--- config.mk ---
export PLATFORM = sky130hd
export DESIGN_NAME = fhs_front
export DESIGN_NICKNAME = d
export VERILOG_FILES = /design/src/sv/fhs_pkg.sv /design/src/sv/fhs_front.sv
export SDC_FILE = /design/constraint.sdc
export NUM_CORES = 1
export LEC_CHECK = 0
export ABC_AREA = 1
export ABC_CLOCK_PERIOD_IN_PS = 3100
export BUFFER_PORTS_ARGS = -buffer_cell sky130_fd_sc_hd__clkbuf_2
export CAP_MARGIN = 40
export CORE_ASPECT_RATIO = 2
export CORE_UTILIZATION = 51
export CTS_CLUSTER_SIZE = 14
export DETAILED_ROUTE_END_ITERATION = 8
export PLACE_DENSITY = 0.76
export REMOVE_ABC_BUFFERS = 1
export SETUP_SLACK_MARGIN = 0.5
export SYNTH_ARGS = -nofsm -noshare
export SYNTH_HDL_FRONTEND = slang
export SYNTH_SLANG_ARGS = --single-unit
--- constraint.sdc ---
create_clock -name clk_i -period 3.1 [get_ports clk_i]
set_input_delay 0.62 -clock clk_i [delete_from_list [all_inputs] [get_ports clk_i]]
set_output_delay 0.62 -clock clk_i [all_outputs]
set_load 0.02 [all_outputs]
--- src/sv/fhs_pkg.sv ---
// shared types, constants and helpers for the frame histogram / sad engine
// no dependencies
`timescale 1ns / 1ps

package fhs_pkg;

  localparam int HIST_BINS = 256;
  localparam int DIFF_BINS = 512;
  // two bins per memory row, two sets
  localparam int HIST_ROWS = HIST_BINS;
  localparam int DIFF_ROWS = DIFF_BINS;
  localparam int CLR_CNT_W = $clog2(DIFF_ROWS);
  localparam int DEFAULT_CMD_DEPTH = 2;
  localparam int RES_DEPTH = 2;

  localparam logic CFG_TEN_BIT = 1'b0;
  localparam logic CFG_CHROMA  = 1'b1;

  typedef enum logic [1:0] {
    REQ_CLEAR  = 2'd0,
    REQ_SAMPLE = 2'd1,
    REQ_READ   = 2'd2,
    REQ_NONE   = 2'd3
  } req_e;

  typedef enum logic [1:0] {
    OP_CLEAR,
    OP_SAMPLE,
    OP_READ
  } op_e;

  typedef enum logic [1:0] {
    RG_SRC,
    RG_REF,
    RG_DIF,
    RG_ZERO
  } region_e;

  typedef enum logic [1:0] {
    ST_CLEAR,
    ST_IDLE,
    ST_UPD,
    ST_RD
  } state_e;

  typedef struct packed {
    op_e           op;
    logic          set;
    logic [7:0]    src_row;
    logic          src_hi;
    logic [7:0]    ref_row;
    logic          ref_hi;
    logic [8:0]    dif_row;
    logic          dif_hi;
    logic [7:0]    abs_diff;
    region_e       region;
    logic [8:0]    rd_row;
    logic          rd_sad;
  } cmd_t;

  typedef struct packed {
    logic clearing;
    logic cmd_pop;
  } back_stat_t;

  function automatic logic [7:0] to_eight(input logic [9:0] v, input logic ten);
    logic [10:0] x;
    x = ten ? ((({1'b0, v}) + 11'd2) >> 2) : {1'b0, v};
    return (x > 11'd255) ? 8'd255 : x[7:0];
  endfunction

endpackage

--- src/sv/fhs_front.sv ---
// front part: classifies requests into commands and queues them for the back part
// depends on fhs_pkg
`timescale 1ns / 1ps

module fhs_front import fhs_pkg::*; #(
  parameter int CmdDepth = DEFAULT_CMD_DEPTH
) (
  input  logic       clk_i,
  input  logic       rst_ni,
  input  logic       ten_bit_i,
  input  logic       chroma_i,
  input  logic       push_i,
  output logic       full_o,
  input  logic [1:0] req_type_i,
  input  logic [9:0] src_sample_i,
  input  logic [9:0] ref_sample_i,
  input  logic       component_i,
  input  logic [9:0] word_index_i,
  input  back_stat_t stat_i,
  output logic       cmd_valid_o,
  output cmd_t       cmd_o
);

  localparam int PtrW = (CmdDepth > 1) ? $clog2(CmdDepth) : 1;
  localparam int CntW = $clog2(CmdDepth + 1);

  cmd_t            fifo_q [CmdDepth];
  logic [PtrW-1:0] wr_ptr_q, wr_ptr_d, rd_ptr_q, rd_ptr_d;
  logic [CntW-1:0] cnt_q, cnt_d;
  logic            q_full, q_push, q_pop;
  cmd_t            cmd;
  logic [7:0]      s8, r8;
  logic [8:0]      dif;
  logic            set;
  req_e            req;

  always_comb begin
    req = req_e'(req_type_i);
    set = chroma_i & component_i;
    s8  = to_eight(src_sample_i, ten_bit_i);
    r8  = to_eight(ref_sample_i, ten_bit_i);
    // offset difference, wraps into the 512-bin range
    dif = {1'b0, s8} - {1'b0, r8} + 9'd256;

    cmd.op       = OP_SAMPLE;
    cmd.set      = set;
    cmd.src_row  = {set, s8[7:1]};
    cmd.src_hi   = s8[0];
    cmd.ref_row  = {set, r8[7:1]};
    cmd.ref_hi   = r8[0];
    cmd.dif_row  = {set, dif[8:1]};
    cmd.dif_hi   = dif[0];
    cmd.abs_diff = (s8 >= r8) ? (s8 - r8) : (r8 - s8);
    cmd.region   = RG_ZERO;
    cmd.rd_row   = '0;
    cmd.rd_sad   = 1'b0;

    unique case (req)
      REQ_CLEAR:  cmd.op = OP_CLEAR;
      REQ_SAMPLE: cmd.op = OP_SAMPLE;
      REQ_READ:   cmd.op = OP_READ;
      default:    cmd.op = OP_SAMPLE;
    endcase

    // read layout: source, reference, difference words
    if (chroma_i) begin
      if (word_index_i[9:8] == 2'd0) begin
        cmd.region = RG_SRC;
        cmd.rd_row = {1'b0, word_index_i[7:0]};
      end else if (word_index_i[9:8] == 2'd1) begin
        cmd.region = RG_REF;
        cmd.rd_row = {1'b0, word_index_i[7:0]};
      end else begin
        cmd.region = RG_DIF;
        cmd.rd_row = word_index_i[8:0];
        cmd.rd_sad = (word_index_i[7:0] == 8'd0);
      end
    end else begin
      if (word_index_i[9:7] == 3'd0) begin
        cmd.region = RG_SRC;
        cmd.rd_row = {2'b0, word_index_i[6:0]};
      end else if (word_index_i[9:7] == 3'd1) begin
        cmd.region = RG_REF;
        cmd.rd_row = {2'b0, word_index_i[6:0]};
      end else if (word_index_i[9:8] == 2'd1) begin
        cmd.region = RG_DIF;
        cmd.rd_row = {1'b0, word_index_i[7:0]};
        cmd.rd_sad = (word_index_i[7:0] == 8'd0);
      end
    end
  end

  assign q_full = (cnt_q == CntW'(CmdDepth));
  assign full_o = q_full | stat_i.clearing;
  // unused request code is accepted and dropped
  assign q_push = push_i & ~full_o & (req != REQ_NONE);
  assign q_pop  = stat_i.cmd_pop & (cnt_q != '0);

  always_comb begin
    wr_ptr_d = wr_ptr_q;
    rd_ptr_d = rd_ptr_q;
    cnt_d    = cnt_q;
    if (q_push) begin
      wr_ptr_d = (wr_ptr_q == PtrW'(CmdDepth - 1)) ? '0 : wr_ptr_q + 1'b1;
    end
    if (q_pop) begin
      rd_ptr_d = (rd_ptr_q == PtrW'(CmdDepth - 1)) ? '0 : rd_ptr_q + 1'b1;
    end
    case ({q_push, q_pop})
      2'b10:   cnt_d = cnt_q + 1'b1;
      2'b01:   cnt_d = cnt_q - 1'b1;
      default: cnt_d = cnt_q;
    endcase
  end

  always_ff @(posedge clk_i or negedge rst_ni) begin
    if (!rst_ni) begin
      wr_ptr_q <= '0;
      rd_ptr_q <= '0;
      cnt_q    <= '0;
    end else begin
      wr_ptr_q <= wr_ptr_d;
      rd_ptr_q <= rd_ptr_d;
      cnt_q    <= cnt_d;
    end
  end

  always_ff @(posedge clk_i) begin
    if (q_push) begin
      fifo_q[wr_ptr_q] <= cmd;
    end
  end

  assign cmd_valid_o = (cnt_q != '0);
  assign cmd_o       = fifo_q[rd_ptr_q];

endmodule

-- Word-level counts from Yosys, hierarchy flattened
Memories as Yosys holds them, arrays and structs flattened.
Index checks and enable logic that the tools add are counted.
- memories kept: 1
- memory bits (writable): 102
- output and inout bits: 53
- logic and storage cells: 57
- register bits: 4
- memory list (name ; words ; bits a word ; rd ports ; clocked after memory_dff ; write ports ; line ; text):
    fifo_q ; 2 ; 51 ; 1 ; 0 ; 1 ; fhs_front.sv:27 ; cmd_t fifo_q [CmdDepth];
- magnitude comparators: 3
- reduce and logical (&&, ||, !) cells: 6
- multiplexer cells: 21
- bitwise operators: 6
- eq/ne operators: 7
- $add $sub $neg: 10
- operators with widths (cell ; count):
    11-bit 2-to-1 mux ; 5
    8-bit 2-to-1 mux ; 3
    10-bit by 2-bit adder with 11-bit output (second input constant) ; 2
    10-bit by 8-bit > comparator with 1-bit output (second input constant) ; 2
    10-bit 2-to-1 mux ; 2
    8-bit subtractor ; 2
    12-bit 2-to-1 mux ; 1
    9-bit adder (second input constant) ; 1
    8-bit by 8-bit subtractor with 9-bit output ; 1
    8-bit greater-or-equal comparator ; 1
    8-bit zero test ; 1
    1-bit 2-to-1 mux ; 8
    2-bit case mux with 2 select lines ; 2
    2-bit equality test (second input constant) ; 3
    1-bit bitwise AND ; 4
    2-bit by 1-bit equality test with 1-bit output (second input constant) ; 2
    2-bit zero test ; 2
    2-bit nonzero test ; 2
    3-bit by 1-bit equality test with 1-bit output (second input constant) ; 1
    3-bit zero test ; 1
    1-bit adder (second input constant) ; 2
    2-bit by 1-bit adder with 2-bit output (second input constant) ; 1
    2-bit != test (second input constant) ; 1
    2-bit by 1-bit subtractor with 2-bit output (second input constant) ; 1
    other kinds (2) ; 2

-- Depth between registers and ports, before layout
Gate-level depths: netlist of run 1.
- word-level depth: 7
- depth in mapped cells: 19
- gate-level depth less buffers: 19

-- Worst setup path after synthesis of run 1
Ideal clock, no wire load.
- path kind: input-to-reg
- from: input port stat_i[1] (netlist name)
- to: memory fifo_q[0][0] (netlist name), enable pin
- path buffers: 0
- stages on the path: 3
- library setup time: 0.452 ns
- slack: -0.275 ns
- arrival: 2.923 ns
- path through: a21oi_1 -> nand3_1 -> nor2_1
- word-level cells in the longest chain between the ends: 6
- ends and longest elaborated chain (item ; line ; text):
    start, declared ; fhs_front.sv:19 ; input back_stat_t stat_i,
    1-bit OR ; fhs_front.sv:94 ; assign full_o = q_full | stat_i.clearing;
    1-bit inverter ; fhs_front.sv:96 ; assign q_push = push_i & ~full_o & (req != REQ_NONE);
    1-bit bitwise AND (2 in a row) ; fhs_front.sv:96 ;
    1-bit 2-to-1 mux ; fhs_front.sv:129 ; if (q_push) begin
    1-bit 2-to-1 mux (not written as such) ; fhs_front.sv:130 ; fifo_q[wr_ptr_q] <= cmd;
    end, declared ; fhs_front.sv:27 ;
Every way passes these cells.

==> run_results.csv, run 1 <==
group,metric,value,unit
power_and_ir_drop,ir_drop,426.2,uV
logic_synthesis,synthMostInstantiatedCell,"nand2_1",
worst_setup_path,startpoint,"ref_sample_i[5]",
sta,finalHoldViolations,0,
logic_synthesis,synth_enable_flop_cells,94,
logic_synthesis,synth-xor-area-share,0.03195,
cts,clock_latency,340,ps
flow_run,drv_cap,0,
drt,ant_nets,0,
placement,place_hpwl,9072,um
logic_synthesis,yosys_warnings,0,
sta,slew_headroom,0.5969,
finish,area_growth,28.41,%
logic_synthesis,synth_fa_ha_area_frac,0.03447,
power_and_ir_drop,p_sw,1.933,mW
finish,instances_no_fill,886,
worst_setup_path,worstReg2RegStart,"cnt_q[0]",
power_and_ir_drop,leakage,3.292,nW
finish,multi_input_comb_area,2401,um2
logic_synthesis,yosys.area.top_type,"edfxtp_1",
power_and_ir_drop,p_clk_frac,0.214,
logic_synthesis,seq_area_frac_synth,0.5369,
logic_synthesis,synthSimpleGateAreaFrac,0.2887,
logic_synthesis,avgSynthCellArea,8.954,um2
logic_synthesis,syn_inst,608,
global_routing,overflow,0,
floorplanning,core_area,10410,um2
cts,path_clk_slew,70,ps
logic_synthesis,ys_ff_latch,98,
worst_setup_path,cp_max_fo,6,
sta,setup_viol,0,
outcome,violations,"design-rule violations",
sta,rsz0062_at_grt,"true",
drt,first_iter_violations,177,
global_routing,antenna_found_initial,0,
worst_setup_path,critPathLaunchType,"input pin",
global_routing,grt_max_degree,48,
placement,io_buffers,92,
sta,timing.final.crit_share,0.8625,
sta,slew_violations,0,
finish,nets,799,
power_and_ir_drop,intPower,2.898,mW
drt,wl,12380,um
finish,n_antenna_cell,0,
finish,drive_gt1_frac,0.3445,
logic_synthesis,synth_top_area_frac,0.5185,
hold_path,hp-class,"in2async",
power_and_ir_drop,switching_share,0.4000,
drt,wire_per_inst,13.97,um
worst_setup_path,crit_end,"fifo_q[1][17]",
logic_synthesis,synth_cell_types,37,
worst_setup_path,cp.required,3180,ps
logic_synthesis,netlist_area,5444,um2
cts,cts.sinks,98,
drt,vias,4405,
floorplanning,rows,53,
global_routing,first_global_vias,4507,
sta,skew,4.949,ps
drt,viasPerCell,4.972,
sta,fmax,374.0,MHz
worst_setup_path,r2r_cells,5,
logic_synthesis,synthMuxAreaShare,0,
power_and_ir_drop,cellPowerDensity,691.1,nW/um2
drt,dr.pass1.iters,9,
cts,root_buffer,"clkbuf_16",
power_and_ir_drop,p_comb_frac,0.431,
global_routing,grt_first_pass_wirelength,19490,um
worst_setup_path,rrSetupSlack,1180,ps
cts,cts_tree,"done",
floorplanning,die_height,148.1,um
cts,cts_buffers,9,
outcome,status,"complete, but fails checks",
logic_synthesis,synthArstFlopShare,0.04082,
placement,placedCellCount,863,
cts,cts_buffer_depth,2,
floorplanning,io_pins,93,
floorplanning,initial_core_util,0.5229,
placement,gp_congestion,0.8499,
logic_synthesis,synth.area.top_cells,"edfxtp_1, nand2_1, inv_1",
floorplanning,die_area,11120,um2
power_and_ir_drop,p_seq_frac,0.355,
finish,final_design_area_no_fill,6990,um2
finish,fillers,849,
logic_synthesis,ys.flop_type,"edfxtp_1",
worst_setup_path,arrival,2760,ps
drt,drcViolationCount,4,
worst_setup_path,crit_type,"in2reg",
logic_synthesis,synth_compound_area_frac,0.04114,
finish,regArea,2923,um2
floorplanning,die_x,75.06,um
worst_setup_path,critPathCaptureType,"register",
logic_synthesis,synth_common_cells,"nand2_1, edfxtp_1, inv_1",
global_routing,grt_use_total,0.2357,
placement,dpl_cell_area,6372,um2
logic_synthesis,synth_top_family_by_area,"simple AND/OR/NAND/NOR gates",
sta,max_slew.worst_pin.slew,589.5,ps
sta,layout_min_cycle_time,2674,ps
cts,htreeDepth,3,
worst_setup_path,rr_endpoint,"fifo_q[1][30]",
[how the worst min path moves through the flow]
stage	to	slack [ps]	cells after the start
2_1_floorplan	cnt_q[0]	320	0
3_3_place_gp	cnt_q[1]	430	1
3_5_place_dp	cnt_q[1]	440	1
4_1_cts	wr_ptr_q	70	1
5_1_grt	cnt_q[1]	80	1
6_report	cnt_q[1]	80	1
[stage by stage]
step	hold WS [ps]	util	worst slack, ps	power, mW	TNS (ps)
after floorplan	324.4	-	-274.6	3.015	-25810
after global placement	432.1	0.6121	-251.7	3.701	-3754
after detailed placement	435.1	0.6121	-377.2	3.752	-5471
after CTS	69.55	0.6610	456.3	4.836	0
after global routing	75.53	0.6714	282.2	5.119	0
final	76.37	0.6714	426.3	4.831	0
[registers in the layout, summed over array words and instances, names as in the netlist]
name,flops
wr_ptr_q,1
rd_ptr_q,1
cnt_q,2
fifo_q,94
[routing by layer]
metal	up-vias	global-route usage	share of wire
li1	2213	-	-
met1	2039	0.2151	0.34
met2	112	0.4536	0.58
met3	41	0.02575	0.024
met4	0	0.1585	0.053
met5	-	0	0
[area by class of cell]
cell class              count  area share
multi-input cells         421      0.3435
clock buffers               9     0.03222
inverters                  70     0.03902
repair buffers            144      0.1351
flip-flops and latches     98      0.4181
well taps                 137     0.02452
clock inverters             7    0.007517
[layout by cell type (no fill, tap or decap), types with 6 or more instances in the layout]
master and n:
nand2_1 240, ha_4 8, nor2_2 12, nand3_1 17
nor2_1 27, ha_1 6, inv_1 53, a21oi_1 13
clkbuf_16 11, xor2_1 16, buf_4 47, o21ai_1 6
inv_2 13, nand2_4 6, nor2_4 10, nand2_2 18
edfxtp_1 94, clkbuf_2 89
[power groups by stage]
stage	logic, mW	clock network (mW)	registers [mW]
after floorplan	1.22	0	1.79
after global placement	1.96	0	1.74
after detailed placement	2.01	0	1.74
after CTS	2.07	1.05	1.72
after global routing	2.29	1.10	1.73
final	2.08	1.03	1.71
[worst max-delay path, cell delays in order]
cell and delay, ps:
clkbuf_2 90, nand2_1 80, nor2_4 130, inv_2 50, nor2_4 80, inv_1 50, nor2_1 110, xor2_1 200
o21ai_2 120, buf_6 150, ha_4 310, inv_4 50, nor3_4 160, nand2_1 90, nor2_2 110, nand2_2 90
inv_2 80, nor2_4 40, nand2_1 60, nand2_1 80
[timing repair]
action | in CTS | in global routing
setup endpoints to repair | 20 | 22
setup buffers | 6 | 1
hold buffers | 0 | 0
pin swaps | 15 | 24
resized for setup | 44 | 27
[cells by family (layout without fill, tap and decap cells)]
| group | after synthesis | count (layout) |
|---|---|---|
| XOR/XNOR | 19 | 19 |
| AO/OA/AOI/OAI | 39 | 39 |
| AND/OR/NAND/NOR | 348 | 348 |
| adder cells (fa/ha/maj) | 15 | 15 |
| flip-flops | 98 | 98 |
| buffers and inverters | 89 | 230 |
Power figures use the tool's default switching activity.
==> run 2: changes to the inputs <==
Settings changed: ABC_AREA 1 to unset, CELL_PAD_IN_SITES_DETAIL_PLACEMENT set to 0, CELL_PAD_IN_SITES_GLOBAL_PLACEMENT set to 1, CORE_UTILIZATION 51 to 41, PLACE_DENSITY 0.76 to unset, PLACE_DENSITY_LB_ADDON set to 0.1.
==> run_results.csv, run 2 <==
group,metric,value,unit
worst_setup_path,cp_top_family,"compound AO/OA/AOI/OAI gates",
global_routing,antenna_found_initial,0,
finish,layout_commonest_cell,"buf_4",
logic_synthesis,yosys.area.top_type,"edfxtp_1",
logic_synthesis,netlist_area,5408,um2
drt,first_iter_violations,106,
sta,layout_min_cycle_time,3072,ps
cts,root_buffer,"clkbuf_16",
finish,drive_gt1_frac,0.5552,
logic_synthesis,synth_top_area_frac,0.5220,
drt,drcViolationCount,0,
sta,setup_ws,27.72,ps
sta,finalHoldViolations,0,
drt,vias,4113,
finish,largest-register,"fifo_q",
finish,area_growth,41.81,%
flow_run,drv_cap,0,
logic_synthesis,ys.flop_type,"edfxtp_1",
cts,cts_buffers,9,
logic_synthesis,synthMostInstantiatedCell,"edfxtp_1",
sta,timing.final.crit_share,0.9911,
worst_setup_path,crit_end,"fifo_q[1][19]",
floorplanning,initial_core_util,0.4186,
sta,holdWs,73.04,ps
global_routing,grt_max_degree,38,
global_routing,grt_use_total,0.1954,
placement,gp_congestion,0.8341,
drt,wl,13100,um
worst_setup_path,cp.depth,16,
hold_path,hp-class,"in2async",
logic_synthesis,avgSynthCellArea,12.69,um2
placement,placedCellCount,753,
finish,largest_reg_flops,94,
cts,cts.sinks,98,
finish,nets,684,
sta,rsz0062_at_grt,"true",
global_routing,first_global_vias,4263,
placement,place_hpwl,9649,um
logic_synthesis,ys_ff_latch,98,
drt,viasPerCell,5.233,
power_and_ir_drop,cellPowerDensity,669.4,nW/um2
worst_setup_path,slowest_stage,"a211o_1",
global_routing,top_usage_layer,"met2",
cts,clock_latency,340,ps
cts,cts_tree,"done",
drt,wire_per_inst,16.67,um
finish,final_cell_mix,"buf_4, edfxtp_1, clkbuf_2",
sta,fmax,325.5,MHz
worst_setup_path,worstReg2RegStart,"cnt_q[0]",
logic_synthesis,syn_inst,426,
drt,dr.pass1.iters,4,
worst_setup_path,cp_max_fo,4,
worst_setup_path,arrival,3160,ps
finish,regArea,2924,um2
worst_setup_path,critPathCaptureType,"register",
worst_setup_path,path_buf_inv,2,
finish,multi_input_comb_area,2639,um2
worst_setup_path,critPathLaunchType,"input pin",
power_and_ir_drop,leakage,3.105,nW
floorplanning,core_area,12920,um2
drt,ant_nets,0,
floorplanning,die_x,83.21,um
power_and_ir_drop,ir_drop,684.1,uV
cts,htreeDepth,3,
finish,top_regs,"fifo_q x94, cnt_q x2",
floorplanning,io_pins,93,
worst_setup_path,startpoint,"ref_sample_i[2]",
logic_synthesis,synthArstFlopShare,0.04082,
finish,instances_no_fill,786,
finish,n_antenna_cell,0,
global_routing,grt_first_pass_wirelength,20470,um
sta,max_slew.worst_pin.slew,506.8,ps
global_routing,grt_util_met2,0.4165,
worst_setup_path,crit_type,"in2reg",
global_routing,overflow,0,
logic_synthesis,yosys_warnings,0,
sta,skew,5.979,ps
placement,place_ws,-652.2,ps
sta,setup_viol,0,
logic_synthesis,synth.area.top_cells,"edfxtp_1, mux2_2, ha_1",
worst_setup_path,cp.required,3190,ps
logic_synthesis,synth_cell_types,67,
logic_synthesis,synth_enable_flop_cells,94,
global_routing,use_met3,0.02749,
floorplanning,rows,59,
floorplanning,die_height,164.4,um
placement,io_buffers,92,
logic_synthesis,synth_common_cells,"edfxtp_1, mux2_2, nand2_1",
finish,fillers,1076,
cts,path_clk_slew,70,ps
global_routing,met1_usage,0.1726,
sta,slew_headroom,0.6622,
floorplanning,die_area,13680,um2
worst_setup_path,r2r_cells,5,
sta,slew_violations,0,
worst_setup_path,rrSetupSlack,1080,ps
worst_setup_path,rr_endpoint,"fifo_q[1][42]",
worst_setup_path,max_stage_delay,330,ps
logic_synthesis,seq_area_frac_synth,0.5405,
worst_setup_path,crit_chain,"buf_8, ha_4, nand2_2, nor2_1, nand2_1, xnor2_1, a211o_1, ha_4, a21o_1, a21o_1, or3_4, o21ai_2, a21o_4, clkinv_4, nor2_4, mux2_4",
cts,cts_buffer_depth,2,
outcome,status,"finished clean",
==> run 2: power by group <==
group	internal [mW]	switching [mW]
clock	0.794	0.488
combinational	0.988	1.08
sequential	1.68	0.103
==> run 2: worst register-to-register path, delay by kind of cell, from the launching register on <==
family | cells | cell delay [ps]
compound gates | 1 | 180
flops | 1 | 410
buf+inv | 2 | 340
simple gates | 2 | 750
==> run 2: layout make-up <==
type	count	share of cell area
Clock buffer	10	0.02986
Clock inverter	6	0.01468
Inverter	23	0.01256
Multi-Input combinational cell	287	0.3441
Sequential cell	98	0.3813
Tap cell	152	0.02480
Timing Repair Buffer	210	0.1927
==> run 2: kinds of logic (layout without fill, tap and decap cells) <==
kind of cell / after synthesis / after routing / synth area share
multiplexers: 52 / 52 / 0.1099
AND/OR/NAND/NOR: 139 / 139 / 0.1472
buffers and inverters: 41 / 249 / 0.03517
XOR/XNOR: 17 / 17 / 0.02892
adder cells (fa/ha/maj): 15 / 15 / 0.03471
flip-flops: 98 / 98 / 0.5405
AO/OA/AOI/OAI: 64 / 64 / 0.1037
==> run 2: worst min-delay path by stage <==
stage               startpoint  cells after the start  slack [ps]       end
floorplan               rst_ni                      0         320  cnt_q[0]
global placement        rst_ni                      1         430  cnt_q[0]
detailed placement      rst_ni                      1         430  cnt_q[1]
CTS                     rst_ni                      1          60  cnt_q[1]
global route            rst_ni                      1          70  cnt_q[1]
finish                  rst_ni                      1          70  cnt_q[1]
==> run 2: repair_timing <==
item / CTS / global route
setup buffers: 14 / 3
gates cloned: 0 / 0
setup endpoints to repair: 26 / 26
hold buffers: 0 / 0
pin swaps: 31 / 8
resized for setup: 60 / 28
==> run 2: stage by stage <==
| step | setup TNS (ps) | utilization | power, mW | area, um2 |
|---|---|---|---|---|
| 2_1_floorplan | -32960 | - | 2.991 | 5314 |
| 3_3_place_gp | -10250 | 0.5246 | 3.693 | 6777 |
| 3_5_place_dp | -11350 | 0.5246 | 3.731 | 6777 |
| 4_1_cts | -20.00 | 0.5825 | 5.121 | 7525 |
| 5_1_grt | -762.7 | 0.5936 | 5.377 | 7669 |
| 6_report | 0 | 0.5936 | 5.133 | 7669 |
==> run 2: per-layer routing <==
layer  vias to the layer above  wire (um)  share of wire
li1                       2014          -              -
met1                      2000       4407           0.34
met2                        78       8036           0.61
met3                        21        320          0.024
met4                         0        339          0.026
met5                         -          0              0
